<file path="src/hdl/bgd_pkg.sv">
// Shared constants, payload structs and state types for the GBRG 5x5 demosaic.
// Used by every module of the block; depends on nothing.
package bgd_pkg;

    localparam int MAX_WIDTH   = 1024;
    localparam int LINES       = 4;
    localparam int SAMPLE_BITS = 16;
    localparam int WIN         = 5;

    localparam int COL_W    = $clog2(MAX_WIDTH);
    localparam int ROW_W    = 12;
    localparam int WIDTH_W  = 11;
    localparam int SHIFT_W  = 4;
    localparam int GAIN_W   = 12;
    localparam int BANK_W   = $clog2(LINES);
    localparam int CFG_IDX_W  = 3;
    localparam int CFG_DATA_W = 12;
    localparam int CMD_DEPTH  = 4;
    localparam int CMD_PTR_W  = $clog2(CMD_DEPTH);

    localparam int KW      = SAMPLE_BITS + 6;
    localparam int PW      = KW + GAIN_W + 1;
    localparam int FULL_W  = 21;
    localparam logic [FULL_W-1:0] FULL_SCALE = FULL_W'(1023 * 2048);

    localparam logic [CFG_IDX_W-1:0] REG_FRAME_WIDTH  = 3'd0;
    localparam logic [CFG_IDX_W-1:0] REG_FRAME_HEIGHT = 3'd1;
    localparam logic [CFG_IDX_W-1:0] REG_PIXEL_SHIFT  = 3'd2;
    localparam logic [CFG_IDX_W-1:0] REG_RED_GAIN     = 3'd3;
    localparam logic [CFG_IDX_W-1:0] REG_GREEN_GAIN   = 3'd4;
    localparam logic [CFG_IDX_W-1:0] REG_BLUE_GAIN    = 3'd5;

    localparam logic ACT_SAMPLE = 1'b0;
    localparam logic ACT_DRAIN  = 1'b1;

    typedef struct packed {
        logic        action;
        logic [15:0] sample;
    } in_t;

    typedef struct packed {
        logic [7:0] red;
        logic [7:0] green;
        logic [7:0] blue;
        logic       end_of_row;
        logic       end_of_frame;
    } out_t;

    typedef struct packed {
        logic [COL_W-1:0]   w_m1;
        logic [ROW_W-1:0]   h_m1;
        logic [SHIFT_W-1:0] shift;
        logic [GAIN_W-1:0]  red_gain;
        logic [GAIN_W-1:0]  green_gain;
        logic [GAIN_W-1:0]  blue_gain;
    } cfg_t;

    typedef enum logic {
        CMD_SAMPLE,
        CMD_DRAIN
    } cmd_kind_t;

    typedef struct packed {
        cmd_kind_t              kind;
        logic [SAMPLE_BITS-1:0] value;
        logic [ROW_W-1:0]       row;
        logic [COL_W-1:0]       col;
        logic                   emit;
        logic                   triple;
    } cmd_t;

    typedef enum logic [2:0] {
        ST_IDLE,
        ST_WIN,
        ST_EMIT,
        ST_DRD,
        ST_DLAST,
        ST_DEMIT
    } state_t;

endpackage

</file>
<file path="src/hdl/bgd_cmd_fifo.sv">
// Short command queue between the front end and the back end.
// Depends on bgd_pkg.
module bgd_cmd_fifo (
    input  logic          clk,
    input  logic          rst_n,
    input  logic          push,
    input  bgd_pkg::cmd_t push_data,
    output logic          full,
    input  logic          pop,
    output logic          head_valid,
    output bgd_pkg::cmd_t head
);

    localparam int DEPTH = bgd_pkg::CMD_DEPTH;
    localparam int PTR_W = bgd_pkg::CMD_PTR_W;

    bgd_pkg::cmd_t    entry_reg [DEPTH];
    logic [PTR_W-1:0] wr_ptr_reg, rd_ptr_reg;
    logic [PTR_W:0]   count_reg;
    logic             do_push, do_pop;

    always_comb
    begin
        full       = (count_reg == (PTR_W+1)'(DEPTH));
        head_valid = (count_reg != '0);
        head       = entry_reg[rd_ptr_reg];
        do_push    = push && !full;
        do_pop     = pop && head_valid;
    end

    always_ff @(posedge clk)
    begin
        if (do_push)
        begin
            entry_reg[wr_ptr_reg] <= push_data;
        end
    end

    always_ff @(posedge clk or negedge rst_n)
    begin
        if (!rst_n)
        begin
            wr_ptr_reg <= '0;
            rd_ptr_reg <= '0;
            count_reg  <= '0;
        end
        else
        begin
            if (do_push)
            begin
                wr_ptr_reg <= wr_ptr_reg + PTR_W'(1);
            end
            if (do_pop)
            begin
                rd_ptr_reg <= rd_ptr_reg + PTR_W'(1);
            end
            if (do_push && !do_pop)
            begin
                count_reg <= count_reg + (PTR_W+1)'(1);
            end
            else if (do_pop && !do_push)
            begin
                count_reg <= count_reg - (PTR_W+1)'(1);
            end
        end
    end

endmodule

</file>
<file path="config.mk">
export PLATFORM = sky130hd
export DESIGN_NAME = bgd_cmd_fifo
export DESIGN_NICKNAME = d
export VERILOG_FILES = /design/src/hdl/bgd_pkg.sv /design/src/hdl/bgd_cmd_fifo.sv
export SDC_FILE = /design/constraint.sdc
export NUM_CORES = 1
export LEC_CHECK = 0
export BUFFER_PORTS_ARGS = -buffer_cell sky130_fd_sc_hd__buf_2
export CORE_UTILIZATION = 57
export DETAILED_ROUTE_END_ITERATION = 10
export GPL_TIMING_DRIVEN = 0
export PLACE_DENSITY_LB_ADDON = 0.08
export SYNTH_ARGS = -nofsm -noshare
export SYNTH_HDL_FRONTEND = slang
export SYNTH_SLANG_ARGS = --single-unit
</file>
<file path="constraint.sdc">
create_clock -name clk -period 3.1 [get_ports clk]
set_clock_uncertainty 0.15 [all_clocks]
set_input_delay 0.465 -clock clk [delete_from_list [all_inputs] [get_ports clk]]
set_output_delay 0.465 -clock clk [all_outputs]
set_load 0.01 [all_outputs]
</file>
==> run_results.csv <==
group,metric,value,unit
timing,max_slew.worst_pin.slew,0.613,ns
power_and_ir_drop,total_power,7.43,mW
grt,antenna_found_initial,0,
synth,seq_area_frac_synth,79.7,%
setup_path,worstSetupEndpointType,"output port",
floorplan,row_count,38,
synth,syn_inst,250,
setup_path,critPathRequiredTime,2.48,ns
synth,yosysMostFrequentCell,"edfxtp_1",
setup_path,crit_start,"rd_ptr_reg[1]",
drt,vias,2991,
floorplan,core,10900,um^2
floorplan,io_pins,88,
power_and_ir_drop,powerDensity,927,nW/um^2
power_and_ir_drop,peakVddDrop,0.562,mV
finish,n_antenna_cell,0,
placed_design,place_hpwl,5.99,mm
timing,min_period_over_period,82.5,%
placed_design,place.gp.congestion,0.674,
setup_path,cp_data_arrival_time,1.94,ns
power_and_ir_drop,p_leak,2.82,nW
synth,yosysWarnings,0,
timing,rsz0062_at_grt,"no",
grt,grt_overflow,0,
synth,synth_top_area_share,77.0,%
floorplan,die_y,108,um
drt,drt_iter0_markers,92,
synth,synth.largest_area_cell,"edfxtp_1",
clock_network,clockBufferDepth,2,
clock_network,htreeDepth,4,
synth,synth_cell_type_count,22,
synth,synth.area.top_cells,"edfxtp_1, mux4_2, dfrtp_1",
grt,grt_pass1_wl,16.1,mm
worst_hold_path,hold_class,"in2reg",
clock_network,insertion_delay,0.52,ns
finish,fin_nets,448,
synth,ys.flop_type,"edfxtp_1",
finish,fillers,646,
worst_hold_path,min_from,"push_data[28]",
floorplan,initial_utilization,58.7,%
clock_network,cts_made_buffers,17,
grt,grt_pass1_vias,3173,
synth,synthArstFlopShare,4.09,%
finish,largest_register_ffs,164,
setup_path,crit_path_start_kind,"register",
drt,postRouteAntennaNets,0,
clock_network,cts_tree,"yes",
placed_design,dp.cells,481,
synth,synth_seq_cells,171,
clock_network,cts_setup_buffers,0,
synth,syn_nets,301,
floorplan,dieWidth,108,um
setup_path,cp_max_fo,10,
clock_network,cts_sinks,171,
placed_design,port_buffers,87,
drt,routedWlPerCell,18.7,um
drt,via_per_inst,5.44,
floorplan,die_area,11600,um^2
clock_network,cts-root-buf,"clkbuf_8",
timing,max_freq,391,MHz
finish,syn2layout_area_growth,25.3,%
timing,period_needed,2.56,ns
grt,grt_usage,19.6,%
timing,setup_viol,0,
run_status,status,"finished, final reports clean",
finish,final_cells,550,
timing,hold_viol,0,
synth,syn_area,6400,um^2
drt,drc,0,
synth,synthTopCellsByCount,"edfxtp_1, mux4_2, dfrtp_1",
grt,grt_max_degree,35,
setup_path,crit_type,"reg2out",
synth,syn_area_per_cell,25.6,um^2
timing,drv_slew,0,
timing,max_slew_margin,59.2,%
synth,synth-edff-count,164,
setup_path,r2r-start,"count_reg[0]",
drt,drt-total-wl,10.3,mm
timing,whs,0.0114,ns
drt,dr.pass1.iters,4,
flow_run,drv_cap,0,
finish,final_layout_size_suffix_gt1_share,42.0,%
clock_network,clk_pin_slew,0.06,ns
timing,totalNegativeSetupSlack,0,ns
==> cells in the final DEF (no fill, tap or decap), drive strengths merged, types with 2 or more instances in the layout <==
master | netlist | final
and2 | 4 | 4
buf | 10 | 101
bufinv | 0 | 2
clkbuf | 1 | 22
clkinv | 0 | 4
clkinvlp | 0 | 5
dfrtp | 7 | 7
dlygate4sd3 | 0 | 37
edfxtp | 164 | 164
ha | 5 | 5
inv | 3 | 3
mux2 | 2 | 2
mux4 | 41 | 41
xnor2 | 4 | 4
xor2 | 2 | 2
==> routing by layer <==
layer | vias up | GRT usage, % | part of all wire [%]
li1 | 1355 | - | -
met1 | 1535 | 23.5 | 40
met2 | 90 | 33.7 | 53
met3 | 11 | 5.00 | 5.2
met4 | 0 | 8.90 | 1.6
met5 | - | 0 | 0
==> timing repair <==
action / CTS / global route
endpoints found under the hold margin: 149 / 0
resized for setup: 0 / 0
hold buffers: 37 / 0
==> layout make-up <==
type	instances	area [um^2]	share of cell area (%)
plain buffers	11	126	1.58
clock buffers	21	429	5.36
clock inverters	11	123	1.53
inverters	3	11.3	0.141
multi-input cells	65	1160	14.5
flip-flops and latches	171	5100	63.6
well taps	140	175	2.19
repair buffers	128	886	11.1
==> worst paths after layout <==
check                                    to  slack [ns]  cells past startpoint
setup / recovery                   head[36]        0.54                      4
hold / removal             entry_reg[3][28]        0.01                      1
setup reg to reg               count_reg[2]        0.83                      8
hold reg to reg                count_reg[2]        0.33                      1
max in group asynchronous     wr_ptr_reg[0]        2.48                      2
min in group asynchronous      count_reg[2]        0.16                      2
==> worst max-delay path, stage by stage (launching register included) <==
cell      delay (ns)
dfrtp_1         0.32
clkbuf_1        0.22
buf_2           0.33
mux4_1          0.38
buf_2           0.17
==> cell families (layout without fill, tap and decap cells) <==
kind of cell	Yosys count	after routing	share of synthesized area, %
AND/OR/NAND/NOR	10	10	0.978
multiplexers	43	43	15.0
XOR/XNOR	6	6	0.822
flip-flops	171	171	79.7
adder cells (fa/ha/maj)	6	6	1.29
buffers and inverters	14	174	2.15
==> per-stage QoR <==
stage | cell area [um^2] | setup WS (ns) | util [%]
finish | 8010 | 0.542 | 73.6
global route | 8010 | 0.407 | 73.6
CTS | 8010 | 0.491 | 73.6
detailed placement | 7090 | 0.821 | 65.1
global placement | 7010 | -0.0738 | 64.4
floorplan | 6400 | 0.724 | -
==> report_power, final <==
| group | switching, mW | internal [mW] | total, mW |
|---|---|---|---|
| Clock | 0.811 | 1.14 | 1.95 |
| Combinational | 1.14 | 1.15 | 2.29 |
| Sequential | 0.118 | 3.06 | 3.18 |
| Total | 2.07 | 5.35 | 7.43 |
(Power assumes the default switching activity.)
