$ cat src/hdl/bgd_pkg.sv
// Shared constants, payload structs and state types for the GBRG 5x5 demosaic.
// Used by every module of the block; depends on nothing.
package bgd_pkg;

    localparam int MAX_WIDTH   = 1024;
    localparam int LINES       = 4;
    localparam int SAMPLE_BITS = 16;
    localparam int WIN         = 5;

    localparam int COL_W    = $clog2(MAX_WIDTH);
    localparam int ROW_W    = 12;
    localparam int WIDTH_W  = 11;
    localparam int SHIFT_W  = 4;
    localparam int GAIN_W   = 12;
    localparam int BANK_W   = $clog2(LINES);
    localparam int CFG_IDX_W  = 3;
    localparam int CFG_DATA_W = 12;
    localparam int CMD_DEPTH  = 4;
    localparam int CMD_PTR_W  = $clog2(CMD_DEPTH);

    localparam int KW      = SAMPLE_BITS + 6;
    localparam int PW      = KW + GAIN_W + 1;
    localparam int FULL_W  = 21;
    localparam logic [FULL_W-1:0] FULL_SCALE = FULL_W'(1023 * 2048);

    localparam logic [CFG_IDX_W-1:0] REG_FRAME_WIDTH  = 3'd0;
    localparam logic [CFG_IDX_W-1:0] REG_FRAME_HEIGHT = 3'd1;
    localparam logic [CFG_IDX_W-1:0] REG_PIXEL_SHIFT  = 3'd2;
    localparam logic [CFG_IDX_W-1:0] REG_RED_GAIN     = 3'd3;
    localparam logic [CFG_IDX_W-1:0] REG_GREEN_GAIN   = 3'd4;
    localparam logic [CFG_IDX_W-1:0] REG_BLUE_GAIN    = 3'd5;

    localparam logic ACT_SAMPLE = 1'b0;
    localparam logic ACT_DRAIN  = 1'b1;

    typedef struct packed {
        logic        action;
        logic [15:0] sample;
    } in_t;

    typedef struct packed {
        logic [7:0] red;
        logic [7:0] green;
        logic [7:0] blue;
        logic       end_of_row;
        logic       end_of_frame;
    } out_t;

    typedef struct packed {
        logic [COL_W-1:0]   w_m1;
        logic [ROW_W-1:0]   h_m1;
        logic [SHIFT_W-1:0] shift;
        logic [GAIN_W-1:0]  red_gain;
        logic [GAIN_W-1:0]  green_gain;
        logic [GAIN_W-1:0]  blue_gain;
    } cfg_t;

    typedef enum logic {
        CMD_SAMPLE,
        CMD_DRAIN
    } cmd_kind_t;

    typedef struct packed {
        cmd_kind_t              kind;
        logic [SAMPLE_BITS-1:0] value;
        logic [ROW_W-1:0]       row;
        logic [COL_W-1:0]       col;
        logic                   emit;
        logic                   triple;
    } cmd_t;

    typedef enum logic [2:0] {
        ST_IDLE,
        ST_WIN,
        ST_EMIT,
        ST_DRD,
        ST_DLAST,
        ST_DEMIT
    } state_t;

endpackage

$ cat src/hdl/bgd_front.sv
// Front end: accepts input requests, tracks raster position and turns each
// in-frame sample and later drain into a back-end command. Depends on bgd_pkg.
module bgd_front (
    input  logic          clk,
    input  logic          rst_n,
    input  bgd_pkg::cfg_t cfg,
    input  logic          restart,
    input  logic          src_valid,
    output logic          src_ready,
    input  bgd_pkg::in_t  src_data,
    input  logic          cmd_full,
    output logic          cmd_push,
    output bgd_pkg::cmd_t cmd_data
);

    localparam int SB    = bgd_pkg::SAMPLE_BITS;
    localparam int COL_W = bgd_pkg::COL_W;
    localparam int ROW_W = bgd_pkg::ROW_W;

    logic [COL_W-1:0] in_col_reg, in_col_next, out_col_reg, out_col_next;
    logic [ROW_W-1:0] in_row_reg, in_row_next, out_row_reg, out_row_next;
    logic accept, sample_ok, drain_ok, emit, triple;

    always_comb
    begin
        accept    = src_valid && !cmd_full;
        sample_ok = (src_data.action == bgd_pkg::ACT_SAMPLE) && (in_row_reg <= cfg.h_m1);
        drain_ok  = (src_data.action == bgd_pkg::ACT_DRAIN) && (in_row_reg > cfg.h_m1);
        emit      = (in_row_reg >= ROW_W'(2)) && (in_col_reg >= COL_W'(2));
        triple    = (in_col_reg == cfg.w_m1);

        cmd_data.kind   = sample_ok ? bgd_pkg::CMD_SAMPLE : bgd_pkg::CMD_DRAIN;
        cmd_data.value  = SB'(src_data.sample[SB-1:0] >> cfg.shift);
        cmd_data.row    = sample_ok ? in_row_reg : out_row_reg;
        cmd_data.col    = sample_ok ? in_col_reg : out_col_reg;
        cmd_data.emit   = emit;
        cmd_data.triple = triple;
        cmd_push        = accept && (sample_ok || drain_ok);

        in_col_next  = in_col_reg;
        in_row_next  = in_row_reg;
        out_col_next = out_col_reg;
        out_row_next = out_row_reg;
        if (accept && sample_ok)
        begin
            if (triple)
            begin
                in_col_next = '0;
                in_row_next = in_row_reg + ROW_W'(1);
            end
            else
            begin
                in_col_next = in_col_reg + COL_W'(1);
            end
            if (emit)
            begin
                if (triple)
                begin
                    out_col_next = '0;
                    out_row_next = out_row_reg + ROW_W'(1);
                end
                else
                begin
                    out_col_next = out_col_reg + COL_W'(1);
                end
            end
        end
        else if (accept && drain_ok)
        begin
            if (out_col_reg == cfg.w_m1)
            begin
                out_col_next = '0;
                if (out_row_reg == cfg.h_m1)
                begin
                    out_row_next = '0;
                    in_col_next  = '0;
                    in_row_next  = '0;
                end
                else
                begin
                    out_row_next = out_row_reg + ROW_W'(1);
                end
            end
            else
            begin
                out_col_next = out_col_reg + COL_W'(1);
            end
        end
    end

    assign src_ready = !cmd_full;

    always_ff @(posedge clk or negedge rst_n)
    begin
        if (!rst_n)
        begin
            in_col_reg  <= '0;
            in_row_reg  <= '0;
            out_col_reg <= '0;
            out_row_reg <= '0;
        end
        else if (restart)
        begin
            in_col_reg  <= '0;
            in_row_reg  <= '0;
            out_col_reg <= '0;
            out_row_reg <= '0;
        end
        else
        begin
            in_col_reg  <= in_col_next;
            in_row_reg  <= in_row_next;
            out_col_reg <= out_col_next;
            out_row_reg <= out_row_next;
        end
    end

endmodule

$ cat config.mk
export PLATFORM = sky130hd
export DESIGN_NAME = bgd_front
export DESIGN_NICKNAME = d
export VERILOG_FILES = /design/src/hdl/bgd_pkg.sv /design/src/hdl/bgd_front.sv
export SDC_FILE = /design/constraint.sdc
export NUM_CORES = 1
export LEC_CHECK = 0
export BUFFER_PORTS_ARGS = -buffer_cell sky130_fd_sc_hd__buf_2
export CORE_ASPECT_RATIO = 1.1
export CORE_MARGIN = 3
export CORE_UTILIZATION = 45
export DETAILED_ROUTE_END_ITERATION = 10
export GPL_ROUTABILITY_DRIVEN = 1
export GPL_TIMING_DRIVEN = 0
export PLACE_DENSITY_LB_ADDON = 0.2
export SKIP_LAST_GASP = 1
export SYNTH_ARGS = -nofsm -noshare
export SYNTH_HDL_FRONTEND = slang
export SYNTH_SLANG_ARGS = --single-unit
export TNS_END_PERCENT = 100
$ cat constraint.sdc
create_clock -name clk -period 8.6 [get_ports clk]
set_input_delay 0.86 -clock clk [delete_from_list [all_inputs] [get_ports clk]]
set_output_delay 0.86 -clock clk [all_outputs]
set_load 0.02 [all_outputs]
==> parameters.txt <==
Parameter                              Value

Yosys
  Flop and latch count out of synthesis    44
  Fraction of registers with async set/reset    1.000
  Synth warnings    0
  Gate count of the mapped netlist    487
  Seq/Total Area, Yosys    0.2618
  Syn nets    591
  Most instantiated flip-flop cell in the synthesis netlist    dfrtp_1
  Synthesized area per cell    8.635 sq um
  Distinct cell type count of the synthesized netlist    58
  Area of the mapped netlist    4205 sq um
  Count of flip-flops with a built-in enable after synthesis    0

Clocking
  TritonCTS clock tree    yes
  Longest Clk Path Bufs    2
  CTS root buffer    clkbuf_8
  Number of H-tree branching levels    2
  Post-cts gate resize count    0
  Total CTS buffers    5
  Clk slew on worst S/H paths    about 80 ps
  Buffer count from post-CTS setup fixing    0
  Number of sinks handled by clock tree synthesis    44
  CTS hold repair buffers    0
  Skew-Pair Late Insertion Delay    300 ps

Setup path
  Kind of end point of the critical path    output pin
  Cell family with most CP delay    buffers and inverters
  CP Launch Type    input port
  Buffer and inverter count on the worst path    5
  Maximum fanout along the worst path    10
  WP data arrival    3580 ps
  Worst setup path category    in -> out
  Slowest stage cell, crit path    clkbuf_1
  Endpoint required time on the critical path    ~7700 ps
  Register-to-register setup slack    between 4000 and 5000 ps
  Crit-path cells    buf_2 -> inv_1 -> ha_1 -> nor2b_1 -> o21ai_0 -> nand2b_1 -> a21oi_1 -> or2_2 -> a311o_1 -> ha_1 -> buf_4 -> clkbuf_1 -> mux2_2 -> buf_2
  Slowest cell delay on critical path    around 520 ps

Route
  Post-DR vias/cell    5.864
  TritonRoute pass-1 iters    4
  Post-route DRC    0
  Routed len/inst    16.01 um
  Remaining antenna violation count after routing    0
  DRC marker count from the first detailed-route iteration    206
  Routed wire length    roughly 11 mm
  Via Count    4087

Worst hold path
  Path type of the worst min-delay path    reg -> reg

Power
  Logic pwr share    0.283
  Worst vdd ir    79.47 uV
  Pwr per Cell Area    103.1 nW/um^2
  Internal power    0.3373 mW
  Sequential power share    0.448
  Clock network fraction of total power    0.269
  Net switching power    0.1657 mW
  Total power consumption of the routed design    between 0.5 and 0.6 mW
  Leakage power summed over all cells    ~2.4 nW
  Switching share of power    0.3294

Placement
  Number of buffers inserted by port buffering    88
  Cell area after placement    4788 sq um
  Placed wire-length estimate    8.709 mm
  Final GP Congestion    0.8702
  Worst setup slack before clock tree synthesis    around 4200 ps

Timing
  Slew Limit Headroom    0.3207
  Fraction of the cycle the final worst path needs    0.5166
  RSZ-0062 raised after global routing    no
  Final-report setup violation count    0
  Fin. Hold Viols    0
  Slew Viols, Final    0
  Minimum clock period    4443 ps
  Final sum of negative setup slack    0 ps
  Transition time at the pin with the least slew margin    1019 ps
  Final hold slack    575.4 ps
  Highest Clock Rate    0.2251 GHz
  Worst clock skew on the final layout    5.032 ps
  Post-layout worst setup margin    between 4000 and 5000 ps

Global routing
  Maximum number of pins on one net before global-route repair    45
  Aggregate global-route resource usage    0.2114
  Via count of the first global-routing pass    3849
  Overflow left after global routing    0
  Wire length of the first global-routing pass    between 15 and 20 mm
  Antenna violations before repair    0

Run
  MaxCap Viol Count    0

Cells and area
  Layout Area Growth over Synthesis    16.01%
  Sequential Area    1101 sq um
  Antenna Diode Count    0
  Share of post-route cells with drive strength above 1    0.2642
  Post-route cell area    4878 sq um
  Layout filler cell count    852
  Total Nets Final    a little under 700
  Area used by multi-input combinational logic    around 2900 sq um

Die
  DIE AREA    10540 sq um
  Core Rows    36
  Initial core utilization    0.4692
  I/O Pins    127
  Die extent in y    107.4 um
  Core Area    8964 sq um
  Width of the die    between 90 and 100 um

Outcome
  Status    finished clean
power by group through the flow:
stage / clock network (mW) / logic (mW) / registers [mW]
after floorplan: 0 / 0.0959 / 0.225
after global placement: 0 / 0.139 / 0.229
after detailed placement: 0 / 0.142 / 0.229
after CTS: 0.141 / 0.143 / 0.225
after global routing: 0.148 / 0.157 / 0.226
final: 0.135 / 0.142 / 0.225
worst reg2reg max path, cell delays in order, from the launching register on:
cell      delay (ps)
dfrtp_1          500
ha_1             350
nor2b_1          120
o21ai_0           80
nand2b_1          70
a21oi_1           60
or2_2            270
a311o_1          410
ha_1             200
buf_4            170
nand3b_1         300
nor4b_4          400
a211o_2          200
nand2_1          100
buf_2            220
a22o_1           240
layout by cell type, fill, tap and decap left out, types with 2 or more instances in the layout:
cell type and count:
buf_6 2, buf_2 98, or2_2 5, nand4_1 11, and3_1 17, mux2i_1 18
a41oi_1 2, a22o_1 3, a211o_2 2, a211o_1 4, a21oi_1 22, and2_1 3
nand3b_1 2, nor3b_1 6, dfrtp_1 44, xnor2_1 38, ha_1 20, o211ai_1 8
nor3_1 13, a211oi_1 11, o31ai_1 7, nor2b_1 13, clkbuf_2 2, mux4_2 2
buf_4 4, nand3_1 27, nor2_1 29, o22ai_1 4, inv_1 21, o21ai_0 14
nor4_1 13, a21o_1 15, clkbuf_1 15, nand2b_1 4, nand2_1 26, clkbuf_8 6
mux2_2 23, a32o_1 8
per-stage QoR:
| stage | instances | utilization |
|---|---|---|
| after floorplan | 487 | - |
| after global placement | 689 | 0.5342 |
| after detailed placement | 689 | 0.5342 |
| after CTS | 697 | 0.5442 |
| after global routing | 697 | 0.5442 |
| final | 697 | 0.5442 |
routing by layer:
layer / routed length (um) / GRT usage / up-vias / part of all wire
met5: 0 / 0 / - / 0
met4: 234 / 0.06732 / 0 / 0.021
met3: 591 / 0.02787 / 19 / 0.053
met2: 5194 / 0.3599 / 131 / 0.47
met1: 5139 / 0.2788 / 1947 / 0.46
li1: - / - / 1990 / -
cell usage after synthesis (all sizes together) (2+ instances only):
cell     n  share of area
dfrtp   44           0.26
xnor2   39          0.083
nor2    30          0.029
nand3   27          0.032
nand2   26          0.023
mux2    23          0.062
a21oi   22          0.026
inv     21          0.019
ha      20          0.060
mux2i   18          0.043
and3    17          0.025
buf     17          0.025
a21o    15          0.027
clkbuf  15          0.014
o21ai   15          0.018
nor4    14          0.024
nor2b   13          0.019
nor3    13          0.015
a211oi  12          0.024
nand4   12          0.019
a32o     8          0.019
o211ai   8          0.014
o31ai    7          0.012
a211o    6          0.013
nor3b    6          0.011
or2      5         0.0074
and2     4         0.0065
nand2b   4         0.0059
o22ai    4         0.0059
a22o     3         0.0062
a41oi    2         0.0042
mux4     2          0.011
nand3b   2         0.0036
cell type report:
type | instances | area share
plain buffers | 32 | 0.03385
repair buffers | 88 | 0.09028
clock buffers | 8 | 0.01847
well taps | 114 | 0.02924
flip-flops and latches | 44 | 0.2257
multi-input cells | 389 | 0.5855
inverters | 22 | 0.01693
cell families (layout without fill, tap and decap cells):
group,after synthesis,count (layout),share of synthesized area
xor gates and xnor gates,39,39,0.08301
and+or+nand+nor,178,178,0.2353
muxes,43,43,0.1151
buffers and inverters,54,150,0.05891
AOI/OAI and AO/OA,109,109,0.1863
adders and majority gates,20,20,0.05951
DFF,44,44,0.2618
path summary, 6_finish.rpt:
path                                             from                         end  cells after the start
setup reg to reg            in_row_reg[1]$_DFFE_PN0P_   in_row_reg[1]$_DFFE_PN0P_                     15
setup / recovery                              cfg[41]                cmd_data[20]                     14
hold reg to reg            out_row_reg[6]$_DFFE_PN0P_  out_row_reg[6]$_DFFE_PN0P_                      1
min in group asynchronous                       rst_n  out_row_reg[5]$_DFFE_PN0P_                      1
max in group asynchronous                       rst_n   in_row_reg[8]$_DFFE_PN0P_                      1
hold / removal             out_row_reg[6]$_DFFE_PN0P_  out_row_reg[6]$_DFFE_PN0P_                      1
Power figures use the tool's default switching activity.
